<file path="config.mk">
export PLATFORM = sky130hd
export DESIGN_NAME = wear_leveled_slot_log_unit
export DESIGN_NICKNAME = d
export VERILOG_FILES = /design/src/hdl/wsl_pkg.sv /design/src/hdl/wear_leveled_slot_log_unit.sv /design/src/hdl/wsl_store.sv
export SDC_FILE = /design/constraint.sdc
export NUM_CORES = 1
export LEC_CHECK = 0
export BUFFER_PORTS_ARGS = -buffer_cell sky130_fd_sc_hd__buf_4
export CAP_MARGIN = 10
export CORE_ASPECT_RATIO = 1.75
export CORE_UTILIZATION = 58
export CTS_BUF_LIST = sky130_fd_sc_hd__clkbuf_8
export DETAILED_ROUTE_END_ITERATION = 10
export PLACE_DENSITY = 0.78
export SYNTH_ARGS = -nofsm -noshare
export SYNTH_HDL_FRONTEND = slang
export SYNTH_SLANG_ARGS = --single-unit
</file>
<file path="constraint.sdc">
create_clock -name clk -period 12.82 [get_ports clk]
set_clock_uncertainty 0.1 [all_clocks]
set_input_delay 1.282 -clock clk [delete_from_list [all_inputs] [get_ports clk]]
set_output_delay 1.282 -clock clk [all_outputs]
set_load 0.03 [all_outputs]
</file>
<file path="src/hdl/wsl_pkg.sv">
package wsl_pkg;

  // Number of slots in the ring.
  localparam int SLOTS = 16;
  localparam int SLOT_W = (SLOTS > 1) ? $clog2(SLOTS) : 1;
  // The scan counter must also be able to hold SLOTS itself.
  localparam int CNT_W = $clog2(SLOTS + 1);

  localparam int VAL_W = 32;
  localparam int SEQ_W = 32;
  localparam int SLOT_FIELD_W = 4;

  localparam logic OP_SAVE = 1'b0;
  localparam logic OP_LOAD = 1'b1;

  typedef struct packed {
    logic              operation;
    logic signed [31:0] save_value;
    logic signed [31:0] default_value;
  } wsl_req_t;

  typedef struct packed {
    logic signed [31:0]            value;
    logic                          found;
    logic [SLOT_FIELD_W-1:0]       slot_used;
    logic [SEQ_W-1:0]              sequence_used;
    logic                          erased;
  } wsl_rsp_t;

  // Write command from the sequencer to the slot store.
  typedef struct packed {
    logic              wr_en;
    logic              erase;
    logic [SLOT_W-1:0] addr;
    logic [SEQ_W-1:0]  seq;
    logic [VAL_W-1:0]  value;
  } wsl_wr_t;

  typedef enum logic [1:0] {
    ST_IDLE,
    ST_SCAN,
    ST_FINISH
  } wsl_state_t;

endpackage

</file>
<file path="src/hdl/wear_leveled_slot_log_unit.sv">
// Wear-levelled slot log. The block keeps a ring of SLOTS slots, each with a
// valid mark, a 32-bit sequence number and a 32-bit value. A load returns the
// value of the latest valid slot (greatest sequence, higher index on a tie),
// or the supplied default when no slot is valid. A save writes the slot after
// the latest one, wrapping round the ring, with the next sequence number, and
// a save that lands on slot 0 erases every slot first. Each request occupies
// the block from one accepted transfer to the next: the slot store has a
// single registered read port, so the search for the latest slot reads one
// slot per cycle through a single 32-bit compare, followed by a finishing
// state that writes the store and loads the result register, and that waits
// there while a previous result is still stalled. There is no clearing pass
// after reset; the valid marks are cleared at once.
module wear_leveled_slot_log_unit
  import wsl_pkg::*;
(
  input  logic     clk,
  input  logic     rst,
  input  logic     req_valid,
  output logic     req_stall,
  input  wsl_req_t req,
  output logic     rsp_valid,
  input  logic     rsp_stall,
  output wsl_rsp_t rsp
);

  wsl_state_t state, state_next;

  // Captured request.
  logic             op_q;
  logic [VAL_W-1:0] save_q;
  logic [VAL_W-1:0] dflt_q;

  // Scan counter and the best candidate found so far.
  logic [CNT_W-1:0]  cnt, cnt_next;
  logic              best_any, best_any_next;
  logic [SLOT_W-1:0] best_idx, best_idx_next;
  logic [SEQ_W-1:0]  lead_seq, lead_seq_next;
  logic [VAL_W-1:0]  best_val, best_val_next;

  logic     rsp_valid_next;
  wsl_rsp_t rsp_next;

  wsl_wr_t           wr;
  logic [SLOT_W-1:0] rd_addr;
  logic [SEQ_W-1:0]  rd_seq;
  logic [VAL_W-1:0]  rd_value;
  logic [SLOTS-1:0]  valid;

  logic [SLOT_W-1:0] scan_idx;
  logic [SLOT_W-1:0] succ_slot;
  logic              seq_ge;
  logic              req_take;
  logic              rsp_blocked;

  wsl_store u_store (
    .clk      (clk),
    .rst      (rst),
    .wr       (wr),
    .rd_addr  (rd_addr),
    .rd_seq   (rd_seq),
    .rd_value (rd_value),
    .valid    (valid)
  );

  // A new request is only taken while the sequencer is idle; a finished
  // result may still be waiting in the output register at that time.
  assign req_stall   = (state != ST_IDLE);
  assign req_take    = req_valid && !req_stall;
  assign rsp_blocked = rsp_valid && rsp_stall;

  // The read address runs one slot ahead of the slot being judged, because
  // the store registers its read data.
  assign rd_addr  = cnt[SLOT_W-1:0];
  assign scan_idx = SLOT_W'(cnt - CNT_W'(1));

  // The one shared compare: is the slot just read at least as new as the
  // best so far? Ties go to the later slot, which has the higher index.
  assign seq_ge = (rd_seq >= lead_seq);

  assign succ_slot = (best_idx == SLOT_W'(SLOTS - 1)) ? '0 : best_idx + SLOT_W'(1);

  always_ff @(posedge clk) begin
    if (rst) begin
      state     <= ST_IDLE;
      rsp_valid <= 1'b0;
      cnt       <= '0;
      best_any  <= 1'b0;
    end else begin
      state     <= state_next;
      rsp_valid <= rsp_valid_next;
      cnt       <= cnt_next;
      best_any  <= best_any_next;
    end
  end

  always_ff @(posedge clk) begin
    if (req_take) begin
      op_q   <= req.operation;
      save_q <= req.save_value;
      dflt_q <= req.default_value;
    end
    best_idx <= best_idx_next;
    lead_seq <= lead_seq_next;
    best_val <= best_val_next;
    rsp      <= rsp_next;
  end

  always_comb begin
    state_next     = state;
    cnt_next       = cnt;
    best_any_next  = best_any;
    best_idx_next  = best_idx;
    lead_seq_next  = lead_seq;
    best_val_next  = best_val;
    rsp_next       = rsp;
    rsp_valid_next = rsp_valid && rsp_stall;
    wr             = '0;

    case (state)
      ST_IDLE: begin
        if (req_take) begin
          cnt_next      = '0;
          best_any_next = 1'b0;
          state_next    = ST_SCAN;
        end
      end

      ST_SCAN: begin
        if (cnt != '0) begin
          if (valid[scan_idx] && (!best_any || seq_ge)) begin
            best_any_next = 1'b1;
            best_idx_next = scan_idx;
            lead_seq_next = rd_seq;
            best_val_next = rd_value;
          end
        end
        cnt_next = cnt + CNT_W'(1);
        if (cnt == CNT_W'(SLOTS)) begin
          state_next = ST_FINISH;
        end
      end

      ST_FINISH: begin
        // Wait here until the previous result has been taken.
        if (!rsp_blocked) begin
          rsp_next.found = best_any;
          if (op_q == OP_LOAD) begin
            rsp_next.value         = best_any ? best_val : dflt_q;
            rsp_next.slot_used     = best_any ? SLOT_FIELD_W'(best_idx) : '0;
            rsp_next.sequence_used = best_any ? lead_seq : '0;
            rsp_next.erased        = 1'b0;
          end else begin
            wr.wr_en = 1'b1;
            wr.addr  = best_any ? succ_slot : '0;
            wr.seq   = best_any ? lead_seq + SEQ_W'(1) : '0;
            wr.value = save_q;
            wr.erase = (wr.addr == '0);
            rsp_next.value         = save_q;
            rsp_next.slot_used     = SLOT_FIELD_W'(wr.addr);
            rsp_next.sequence_used = wr.seq;
            rsp_next.erased        = wr.erase;
          end
          rsp_valid_next = 1'b1;
          state_next     = ST_IDLE;
        end
      end

      default: begin
        state_next = ST_IDLE;
      end
    endcase
  end

endmodule

</file>
<file path="src/hdl/wsl_store.sv">
module wsl_store
  import wsl_pkg::*;
(
  input  logic              clk,
  input  logic              rst,
  input  wsl_wr_t           wr,
  input  logic [SLOT_W-1:0] rd_addr,
  output logic [SEQ_W-1:0]  rd_seq,
  output logic [VAL_W-1:0]  rd_value,
  output logic [SLOTS-1:0]  valid
);

  // Sequence and value share one entry; one write and one read port.
  logic [SEQ_W+VAL_W-1:0] mem [SLOTS];
  logic [SEQ_W+VAL_W-1:0] rd_data;
  logic [SLOTS-1:0]       valid_next;

  always_ff @(posedge clk) begin
    if (wr.wr_en) begin
      mem[wr.addr] <= {wr.seq, wr.value};
    end
    rd_data <= mem[rd_addr];
  end

  assign rd_seq   = rd_data[SEQ_W+VAL_W-1:VAL_W];
  assign rd_value = rd_data[VAL_W-1:0];

  // Valid marks are flip-flops, so an erase clears them all at once.
  always_comb begin
    valid_next = valid;
    if (wr.wr_en) begin
      if (wr.erase) begin
        valid_next = '0;
      end
      valid_next[wr.addr] = 1'b1;
    end
  end

  always_ff @(posedge clk) begin
    if (rst) begin
      valid <= '0;
    end else begin
      valid <= valid_next;
    end
  end

endmodule

</file>
==> metrics.csv, run 1 <==
metric,value,unit
status,"finished, final reports clean",
most numerous cell in the Yosys netlist,edfxtp_1,
TritonCTS buffer count,171,
final core utilization,65.8,%
worst setup margin,8.65,ns
Finish-stage setup viols,0,
Initial DRT Pass Iterations,8,
vias per inst,6.23,
Hold EP,best_val[17],
critical path class,in -> reg,
crit-path max FO,41,
CP startpoint kind,input port,
Clock Latency Late Sink,0.84,ns
Yosys reg bits,1316,
DP Cell Count,3565,
"Seq/Total Area, Yosys",76.9,%
required time worst endpoint,13.16,ns
drt initial violations,2851,
RSZ-0062 raised after global routing,no,
max_slew headroom,17.6,%
max-slew violation count,0,
Antenna Violating Nets Remaining,0,
count of standard-cell rows,142,
mapped cell area,50300,µm²
antenna violations before repair,3,
Max Buffers Root-to-Sink,3,
GPL Wtd Cong,0.860,
Worst Hold Class,reg -> reg,
Die Span Y,391,µm
Initial Utilization,58.7,%
part of the cycle the worst path needs,32.5,%
post-cts hold buffer count,0,
worst slew pin tran,1.24,ns
Root Buffer,clkbuf_8,
via count,24200,
Commonest cells post-synth,"edfxtp_1, mux4_2, nor2_1",
clock slew at reported path FFs,0.06,ns
"Gates resized, CTS repair",0,
Tot GR Track Use,25.6,%
CTS Sinks,1316,
final WL,109000,µm
largest net degree at the start of global routing,106,
die width,225,µm
IO Port Bufs,140,
setup repair bufs after CTS,0,
cells after synthesis,2352,
P_leak,19.9,nW
Syn Area/Cell,21.4,µm²
"Hold Vio Cnt, Final",0,
Synth cell types,60,
global route overflow,0,
R2R depth,7,
maximum vdd ir drop,146,µV
H-tree levels,4,
Pwr Density,144,nW/µm²
vias in the first global route,25400,
Synth area leaders,"edfxtp_1, mux4_2, dfxtp_1",
area of the die,87900,µm²
setup TNS,0,ns
worst slack at placement,7.95,ns
final cell count without fillers,3887,
Tot Pwr,8.13,mW
core area,85600,µm²
syn_nets,2458,
global-route wire length before repair,161000,µm
minimum clock period,4.17,ns
CTS tree,built,
Worst Hold Path Cells,0,
layout cells sized above 1,29.5,%
f_max,240,MHz
YS warnings,0,
DRC viols,0,
FF-to-FF End,u_store.mem[5][23],
I/O Pins,141,
critical path capture point type,register,
"Data arrival, critical path",4.51,ns
area added between synthesis and finish,12.1,%
HP Start,u_store.rd_data[17],
share of the synthesized area in the top cell type,73.3,%
final net count,2692,
post-DR wirelength/cell,27.9,µm
Post-synth EDFFs,1227,
Main synth FF type,edfxtp_1,
maxcap violations,0,
HPWL after DPL,59000,µm
RR Startpoint,state[0],
dominant cell type by area after synthesis,edfxtp_1,
number of fillers in the final layout,5455,
"Async S/R FF share, synth",0,%
Reg2Reg Setup Slack,8.68,ns
-- kinds of logic (layout without fill, tap and decap cells) --
kind of cell	Yosys count	after routing	share of synthesized area [%]
mux	361	361	15.3
compound gates	125	125	1.42
xor+xnor	52	52	0.906
simple gates	298	298	3.19
other cells	0	2	0
buf+inv	163	544	1.45
fa+ha+maj	37	37	0.921
flops	1316	1316	76.9
-- power by group --
part | internal, mW | switching [mW] | total (mW)
Sequential | 4.65 | 0.0181 | 4.67
Combinational | 0.0884 | 0.0865 | 0.175
Clock | 1.76 | 1.53 | 3.29
Total | 6.50 | 1.63 | 8.13
-- metal layers --
layer	GRT usage (%)	vias to the layer above	wire length, µm	part of all wire [%]
met2	43.7	1257	56900	52
met5	0	-	13	0.012
met4	9.04	2	3240	3.0
met3	4.74	241	8640	8.0
met1	33.1	12600	39800	37
li1	-	10100	-	-
-- stage by stage --
step / hold WS [ns] / area, µm²
finish: 0.298 / 56300
global route: 0.300 / 56300
CTS: 0.302 / 56300
detailed placement: 0.289 / 52600
global placement: 0.288 / 52600
floorplan: 0.286 / 50300
-- sequential cells by signal, indices dropped and copies added, names as in the netlist, 4 cells and up --
register,cells
dflt_q,32
best_val,32
u_store.rd_data,64
best_idx,4
cnt,5
u_store.valid,16
save_q,32
rsp,70
lead_seq,32
u_store.mem,1024
-- worst max-delay path, stage by stage --
cell and delay (ns):
buf_4 0.13, nand2_1 0.15, nor3b_2 0.20, buf_4 0.60
nand2_1 0.23, a21oi_1 0.45, and2_4 0.58, buf_4 0.82
-- how the worst max path moves through the flow --
stage,start,end,slack (ns),cells past startpoint
2_1_floorplan,cnt[1],best_idx[0],2.67,8
4_1_cts,cnt[0],u_store.rd_data[48],8.72,4
3_3_place_gp,rsp_stall,u_store.mem[5][22],8.00,8
5_1_grt,cnt[0],best_val[28],8.54,6
3_5_place_dp,rsp_stall,u_store.mem[5][38],7.95,8
6_report,rsp_stall,u_store.mem[5][23],8.65,8
-- layout by cell type (no fill, tap or decap), types with 3 or more instances in the layout --
| cell type | netlist | routed |
|---|---|---|
| nor2_1 | 120 | 119 |
| nor4_1 | 4 | 3 |
| a22oi_1 | 11 | 11 |
| nand3_1 | 18 | 18 |
| clkbuf_8 | 0 | 205 |
| nor3_2 | 6 | 7 |
| nand2_1 | 31 | 30 |
| nor2b_1 | 7 | 7 |
| ha_1 | 37 | 37 |
| nor3_1 | 10 | 9 |
| mux4_2 | 324 | 324 |
| and2_1 | 42 | 33 |
| bufinv_16 | 0 | 15 |
| a21oi_1 | 72 | 71 |
| clkinv_2 | 0 | 29 |
| clkinv_1 | 0 | 17 |
| and2_4 | 0 | 9 |
| dfxtp_1 | 89 | 84 |
| clkinvlp_4 | 0 | 10 |
| nand4_1 | 11 | 11 |
| or3_1 | 11 | 11 |
| and4_1 | 4 | 3 |
| nor4_2 | 3 | 4 |
| xor2_1 | 3 | 3 |
| xnor2_1 | 49 | 49 |
| mux2i_1 | 36 | 36 |
| edfxtp_1 | 1227 | 1227 |
| nor3b_1 | 4 | 3 |
| dfxtp_4 | 0 | 4 |
| inv_1 | 46 | 89 |
| and3_1 | 11 | 9 |
| buf_4 | 2 | 177 |
| o21ai_0 | 25 | 25 |
-- cell type report --
| type | count | area [µm²] | share of cell area [%] |
|---|---|---|---|
| multi-input cells | 873 | 11000 | 19.5 |
| well taps | 1152 | 1440 | 2.56 |
| flip-flops and latches | 1316 | 38600 | 68.6 |
| clock inverters | 115 | 902 | 1.60 |
| repair buffers | 178 | 1350 | 2.39 |
| diodes | 2 | 5.00 | 0.00889 |
| inverters | 46 | 175 | 0.311 |
| clock buffers | 205 | 2820 | 5.01 |
No activity file was read; power rests on OpenSTA's default activity.
==> run 2: changes to the inputs <==
- clock period: 12.82 -> 3.81 ns (I/O delays scaled with it)
==> run 2 against run 1 <==
Net effect:
- sequential power increased to 3.4 times the previous value
- clock-buffer cell count shrank 11
- critical path depth is 2 lower
- worst setup slack got worse by 8.3 ns
==> metrics.csv, run 2 (synthesis gave the netlist of run 1 again) <==
metric,value,unit,change
Max Buffers Root-to-Sink,3,,unchanged
part of the cycle the worst path needs,91.1,%,
Die Span Y,391,µm,unchanged
Tot Pwr,27.0,mW,was 8.13 mW
setup repair bufs after CTS,0,,unchanged
count of standard-cell rows,142,,unchanged
DRC viols,0,,unchanged
crit-path max FO,24,,was 41
maximum vdd ir drop,392,µV,was 146 µV
Worst Hold Path Cells,2,,was 0
core area,85600,µm²,unchanged
Initial Utilization,58.7,%,unchanged
drt initial violations,2621,,was 2851
DP Cell Count,3598,,was 3565
antenna violations before repair,1,,was 3
final cell count without fillers,3986,,was 3887
"Gates resized, CTS repair",0,,unchanged
Root Buffer,clkbuf_8,,unchanged
layout cells sized above 1,29.1,%,was 29.5%
area added between synthesis and finish,14.4,%,was 12.1%
maxcap violations,0,,unchanged
setup TNS,0,ns,unchanged
vias in the first global route,25800,,was 25400
most frequent cells in the layout,"edfxtp_1, mux4_2, clkbuf_8, buf_4, nor2_1",,unchanged
register area,38600,µm²,about the same
vias per inst,6.14,,was 6.23
R2R depth,6,,was 7
global-route wire length before repair,161000,µm,about the same
post-DR wirelength/cell,27.4,µm,was 27.9 µm
largest net degree at the start of global routing,162,,was 106
"Data arrival, critical path",3.89,ns,was 4.51 ns
"Hold Vio Cnt, Final",0,,unchanged
critical path capture point type,register,,unchanged
max FFs per register,1024,,unchanged
Worst Hold Class,in -> reg,,was reg -> reg
TritonCTS buffer count,172,,was 171
final net count,2795,,was 2692
critical path class,reg -> reg,,was in -> reg
RSZ-0062 raised after global routing,no,,unchanged
clock slew at reported path FFs,0.07,ns,was 0.06 ns
worst slew pin tran,1.26,ns,was 1.24 ns
CTS Sinks,1316,,unchanged
Biggest register,u_store.mem,,unchanged
status,"finished, final reports clean",,unchanged
"commonest non-fill, non-tap cell in the layout",edfxtp_1,,unchanged
Initial DRT Pass Iterations,8,,unchanged
Multi-input gate area,11000,µm²,about the same
max-slew violation count,0,,unchanged
Pwr Density,469,nW/µm²,was 144 nW/µm²
H-tree levels,4,,unchanged
largest registers,"u_store.mem: 1024 flops, rsp: 70 flops, u_store.rd_data: 64 flops",,unchanged
FF-to-FF End,u_store.mem[13][8],,was u_store.mem[5][23]
HP Start,req[13],,was u_store.rd_data[17]
GPL Wtd Cong,0.873,,was 0.860
via count,24500,,was 24200
final WL,109000,µm,about the same
number of fillers in the final layout,5263,,was 5455
required time worst endpoint,4.23,ns,was 13.16 ns
P_leak,20.4,nW,was 19.9 nW
HPWL after DPL,60500,µm,was 59000 µm
hold slack,0.139,ns,was 0.298 ns
f_max,288,MHz,
post-cts hold buffer count,69,,was 0
Reg2Reg Setup Slack,0.34,ns,was 8.68 ns
die width,225,µm,unchanged
CP startpoint kind,register,,was input port
global route overflow,0,,unchanged
area of the die,87900,µm²,unchanged
Tot GR Track Use,25.6,%,about the same
Antenna Violating Nets Remaining,0,,unchanged
Finish-stage setup viols,0,,unchanged
CTS tree,built,,unchanged
Clock Latency Late Sink,0.85,ns,was 0.84 ns
IO Port Bufs,140,,unchanged
max_slew headroom,15.8,%,was 17.6%
RR Startpoint,best_idx[0],,was state[0]
worst setup margin,0.340,ns,was 8.65 ns
minimum clock period,3.47,ns,
Hold EP,dflt_q[13],,was best_val[17]
I/O Pins,141,,unchanged
worst slack at placement,0.470,ns,was 7.95 ns
## run 2: cell count changes in the layout (fill, tap and decap cells not counted), moves of 2 or more
| cell | previous run | this run |
|---|---|---|
| inv_1 | 89 | 100 |
| clkinvlp_4 | 10 | 8 |
| buf_12 | 1 | 31 |
| clkinv_2 | 29 | 24 |
| dlygate4sd3_1 | 0 | 69 |
| clkinv_1 | 17 | 22 |
| buf_4 | 177 | 180 |
| clkbuf_8 | 205 | 194 |
| bufinv_16 | 15 | 13 |
| inv_2 | 0 | 2 |
| ha_1 | 37 | 35 |
| ha_4 | 0 | 2 |
## run 2: per-stage QoR
| stage | util (%) | area (µm²) |
|---|---|---|
| final | 67.2 | 57500 |
| after global routing | 67.2 | 57500 |
| after CTS | 67.2 | 57500 |
| after detailed placement | 62.2 | 53300 |
| after global placement | 62.2 | 53300 |
| after floorplan | - | 50400 |
## run 2: worst max-delay path by stage
stage,startpoint,end,depth (start not counted)
after global placement,lead_seq[2],lead_seq[0],10
after global routing,best_idx[0],u_store.mem[9][24],6
after floorplan,best_idx[0],u_store.mem[11][0],6
final,best_idx[0],u_store.mem[13][8],6
after CTS,best_idx[0],u_store.mem[13][8],6
after detailed placement,best_idx[0],u_store.mem[3][61],6
## run 2: report_power, final
part / internal, mW / switching [mW]
registers: 15.6 / 0.0419
clock network: 5.56 / 5.06
logic: 0.352 / 0.328
total: 21.6 / 5.43
## run 2: worst max-delay path, stage by stage (launching register included)
cell      delay [ns]
edfxtp_1        0.49
ha_1            0.35
a311oi_1        0.60
nand2_1         0.23
a21oi_1         0.49
and2_4          0.55
buf_12          0.29
## run 2: metal layers
layer | vias to the layer above | routed length [µm] | global-route usage [%]
met4 | 0 | 3340 | 9.72
met2 | 1213 | 58500 | 44.7
met5 | - | 0 | 0
met1 | 12700 | 40000 | 32.1
met3 | 234 | 7490 | 4.36
li1 | 10300 | - | -
## run 2: cell type report
class / count / share of cell area, %
tap: 1152 / 2.51
antenna: 1 / 0.00435
multi-input combinational: 873 / 19.2
clock inverter: 124 / 1.51
inverter: 46 / 0.305
sequential: 1316 / 67.2
clock buffer: 194 / 4.64
timing repair buffer: 280 / 4.63
==> run 3: changes to the inputs <==
- CORE_UTILIZATION: 58 -> 69
- PLACE_DENSITY: 0.78 -> 0.87
- clock period: 3.81 -> 4.2 ns (I/O delays scaled with it)
==> run 3 against run 2 <==
Net effect:
- cell count is 6.0% lower
- routed wire length grew 16%
- core utilization up 12 points
- combinational power decreased by 4.6%
- non-clock buffer count decreased by 13
- sequential cell count did not move
- critical path depth unchanged
- first-iteration DRC count rose by 45%
- hold slack better by 0.068 ns
==> metrics.csv, run 3 (synthesis gave the netlist of run 1 again) <==
metric,value,unit,change
status,"finished, final reports clean",,unchanged
critical path class,reg -> reg,,unchanged
"critical path, cell by cell",ha_1 > a311oi_1 > nand2_1 > a21oi_1 > and2_4 > buf_12,,unchanged
maximum vdd ir drop,366,µV,was 392 µV
vias per inst,7.11,,was 6.14
Reg2Reg Setup Slack,0.02,ns,was 0.34 ns
P_leak,20.4,nW,about the same
worst setup margin,0.0202,ns,was 0.340 ns
vias in the first global route,28300,,was 25800
number of fillers in the final layout,3118,,was 5263
Top delay family on crit path,compound AO/OA/AOI/OAI gates,,unchanged
worst slew pin tran,1.22,ns,was 1.26 ns
maxcap violations,0,,unchanged
Area after DPL,52800,µm²,was 53300 µm²
final net count,2779,,was 2795
hold slack,0.207,ns,was 0.139 ns
TritonCTS buffer count,169,,was 172
FF-to-FF End,u_store.mem[5][44],,was u_store.mem[13][8]
final WL,127000,µm,was 109000 µm
Worst Hold Path Cells,2,,unchanged
critical path capture point type,register,,unchanged
Antenna Violating Nets Remaining,0,,unchanged
count of standard-cell rows,130,,was 142
"Gates resized, CTS repair",0,,unchanged
"Data arrival, critical path",4.55,ns,was 3.89 ns
crit path buf inv count,1,,unchanged
layout cells sized above 1,28.9,%,was 29.1%
post-cts hold buffer count,68,,was 69
required time worst endpoint,4.58,ns,was 4.23 ns
CP startpoint kind,register,,unchanged
post-DR wirelength/cell,33.9,µm,was 27.4 µm
CTS Sinks,1316,,unchanged
Die Span Y,359,µm,was 391 µm
area of the die,74000,µm²,was 87900 µm²
Tot Pwr,24.8,mW,was 27.0 mW
crit-path max FO,37,,was 24
fin area,57100,µm²,was 57500 µm²
final core utilization,79.4,%,was 67.2%
GPL Wtd Cong,0.883,,was 0.873
Tot GR Track Use,35.7,%,was 25.6%
antenna violations before repair,2,,was 1
drt initial violations,3799,,was 2621
Biggest register,u_store.mem,,unchanged
clock slew at reported path FFs,0.07,ns,about the same
CTS tree,built,,unchanged
Max Buffers Root-to-Sink,3,,unchanged
HP Start,req[51],,was req[13]
part of the cycle the worst path needs,99.5,%,was 91.1%
RSZ-0062 raised after global routing,no,,unchanged
RR Startpoint,best_idx[0],,unchanged
global-route wire length before repair,184000,µm,was 161000 µm
Initial Utilization,69.9,%,was 58.7%
largest registers,"u_store.mem: 1024 flops, rsp: 70 flops, u_store.rd_data: 64 flops",,unchanged
Clock Latency Late Sink,0.84,ns,was 0.85 ns
max FFs per register,1024,,unchanged
DRC viols,0,,unchanged
core area,71900,µm²,was 85600 µm²
f_max,239,MHz,was 288 MHz
largest net degree at the start of global routing,174,,was 162
slowest library cell on the worst path,a311oi_1,,unchanged
minimum clock period,4.18,ns,was 3.47 ns
IO Port Bufs,140,,unchanged
most frequent cells in the layout,"edfxtp_1, mux4_2, clkbuf_8, buf_4, nor2_1",,unchanged
"commonest non-fill, non-tap cell in the layout",edfxtp_1,,unchanged
area added between synthesis and finish,13.6,%,was 14.4%
CP peak stage delay,0.76,ns,was 0.60 ns
max_slew headroom,19.0,%,was 15.8%
H-tree levels,4,,unchanged
Root Buffer,clkbuf_8,,unchanged
global route overflow,0,,unchanged
I/O Pins,141,,unchanged
R2R depth,6,,unchanged
Pwr Density,435,nW/µm²,was 469 nW/µm²
Finish-stage setup viols,0,,unchanged
die width,206,µm,was 225 µm
setup repair bufs after CTS,0,,unchanged
Initial DRT Pass Iterations,6,,was 8
worst slack at placement,0.626,ns,was 0.470 ns
max-slew violation count,0,,unchanged
Worst Hold Class,in -> reg,,unchanged
"Hold Vio Cnt, Final",0,,unchanged
via count,26600,,was 24500
Hold EP,save_q[19],,was dflt_q[13]
HPWL after DPL,65500,µm,was 60500 µm
-- run 3: cell count changes in the layout (fill, tap and decap cells not counted), sizes merged --
cell,before,now
dlygate4sd3,69,68
bufinv,13,14
inv,103,107
buf,211,199
diode,1,2
clkbuf,194,195
clkinv,46,38
clkinvlp,8,12
-- run 3: final cells by class --
| type | instances | area, µm² | share of cell area (%) |
|---|---|---|---|
| clock buffer | 195 | 2680 | 4.70 |
| antenna | 2 | 5.00 | 0.00877 |
| timing repair buffer | 267 | 2450 | 4.29 |
| multi-input combinational | 873 | 11000 | 19.4 |
| tap | 924 | 1160 | 2.03 |
| clock inverter | 125 | 911 | 1.60 |
| inverter | 46 | 173 | 0.303 |
| sequential | 1316 | 38600 | 67.7 |
-- run 3: worst reg2reg max path, delay by kind of cell (launching register included) --
kind                       cells  cell delay [ns]
and+or+nand+nor                2             0.98
DFF                            1             0.51
adders and majority gates      1             0.36
buffers and inverters          1             0.36
AOI/OAI and AO/OA              2             1.48
-- run 3: routing by layer --
metal  up-vias  global-route usage [%]  part of all wire, %
met5         -                       0                    0
met4         0                    23.1                  6.7
met3       564                    7.18                   11
met2      2477                    58.8                   52
met1     13300                    43.1                   31
li1      10300                       -                    -
-- run 3: worst max path at each step --
stage | start | end | depth (start not counted)
final | best_idx[0] | u_store.mem[5][44] | 6
after global routing | best_idx[0] | u_store.mem[5][49] | 6
after CTS | best_idx[0] | u_store.mem[13][49] | 6
after detailed placement | best_idx[0] | u_store.mem[5][47] | 6
after global placement | best_idx[0] | u_store.mem[7][24] | 6
after floorplan | best_idx[0] | u_store.mem[11][0] | 6
-- run 3: per-stage QoR --
step	TNS (ns)	cells
floorplan	-46.63	2352
global placement	0	3357
detailed placement	0	3357
CTS	0	3745
global route	0	3748
finish	0	3748
-- run 3: power by group --
part,switching (mW),internal [mW],leakage [nW]
sequential,0.0459,14.2,13.7
clock,4.82,5.13,2.03
combinational,0.327,0.322,4.67
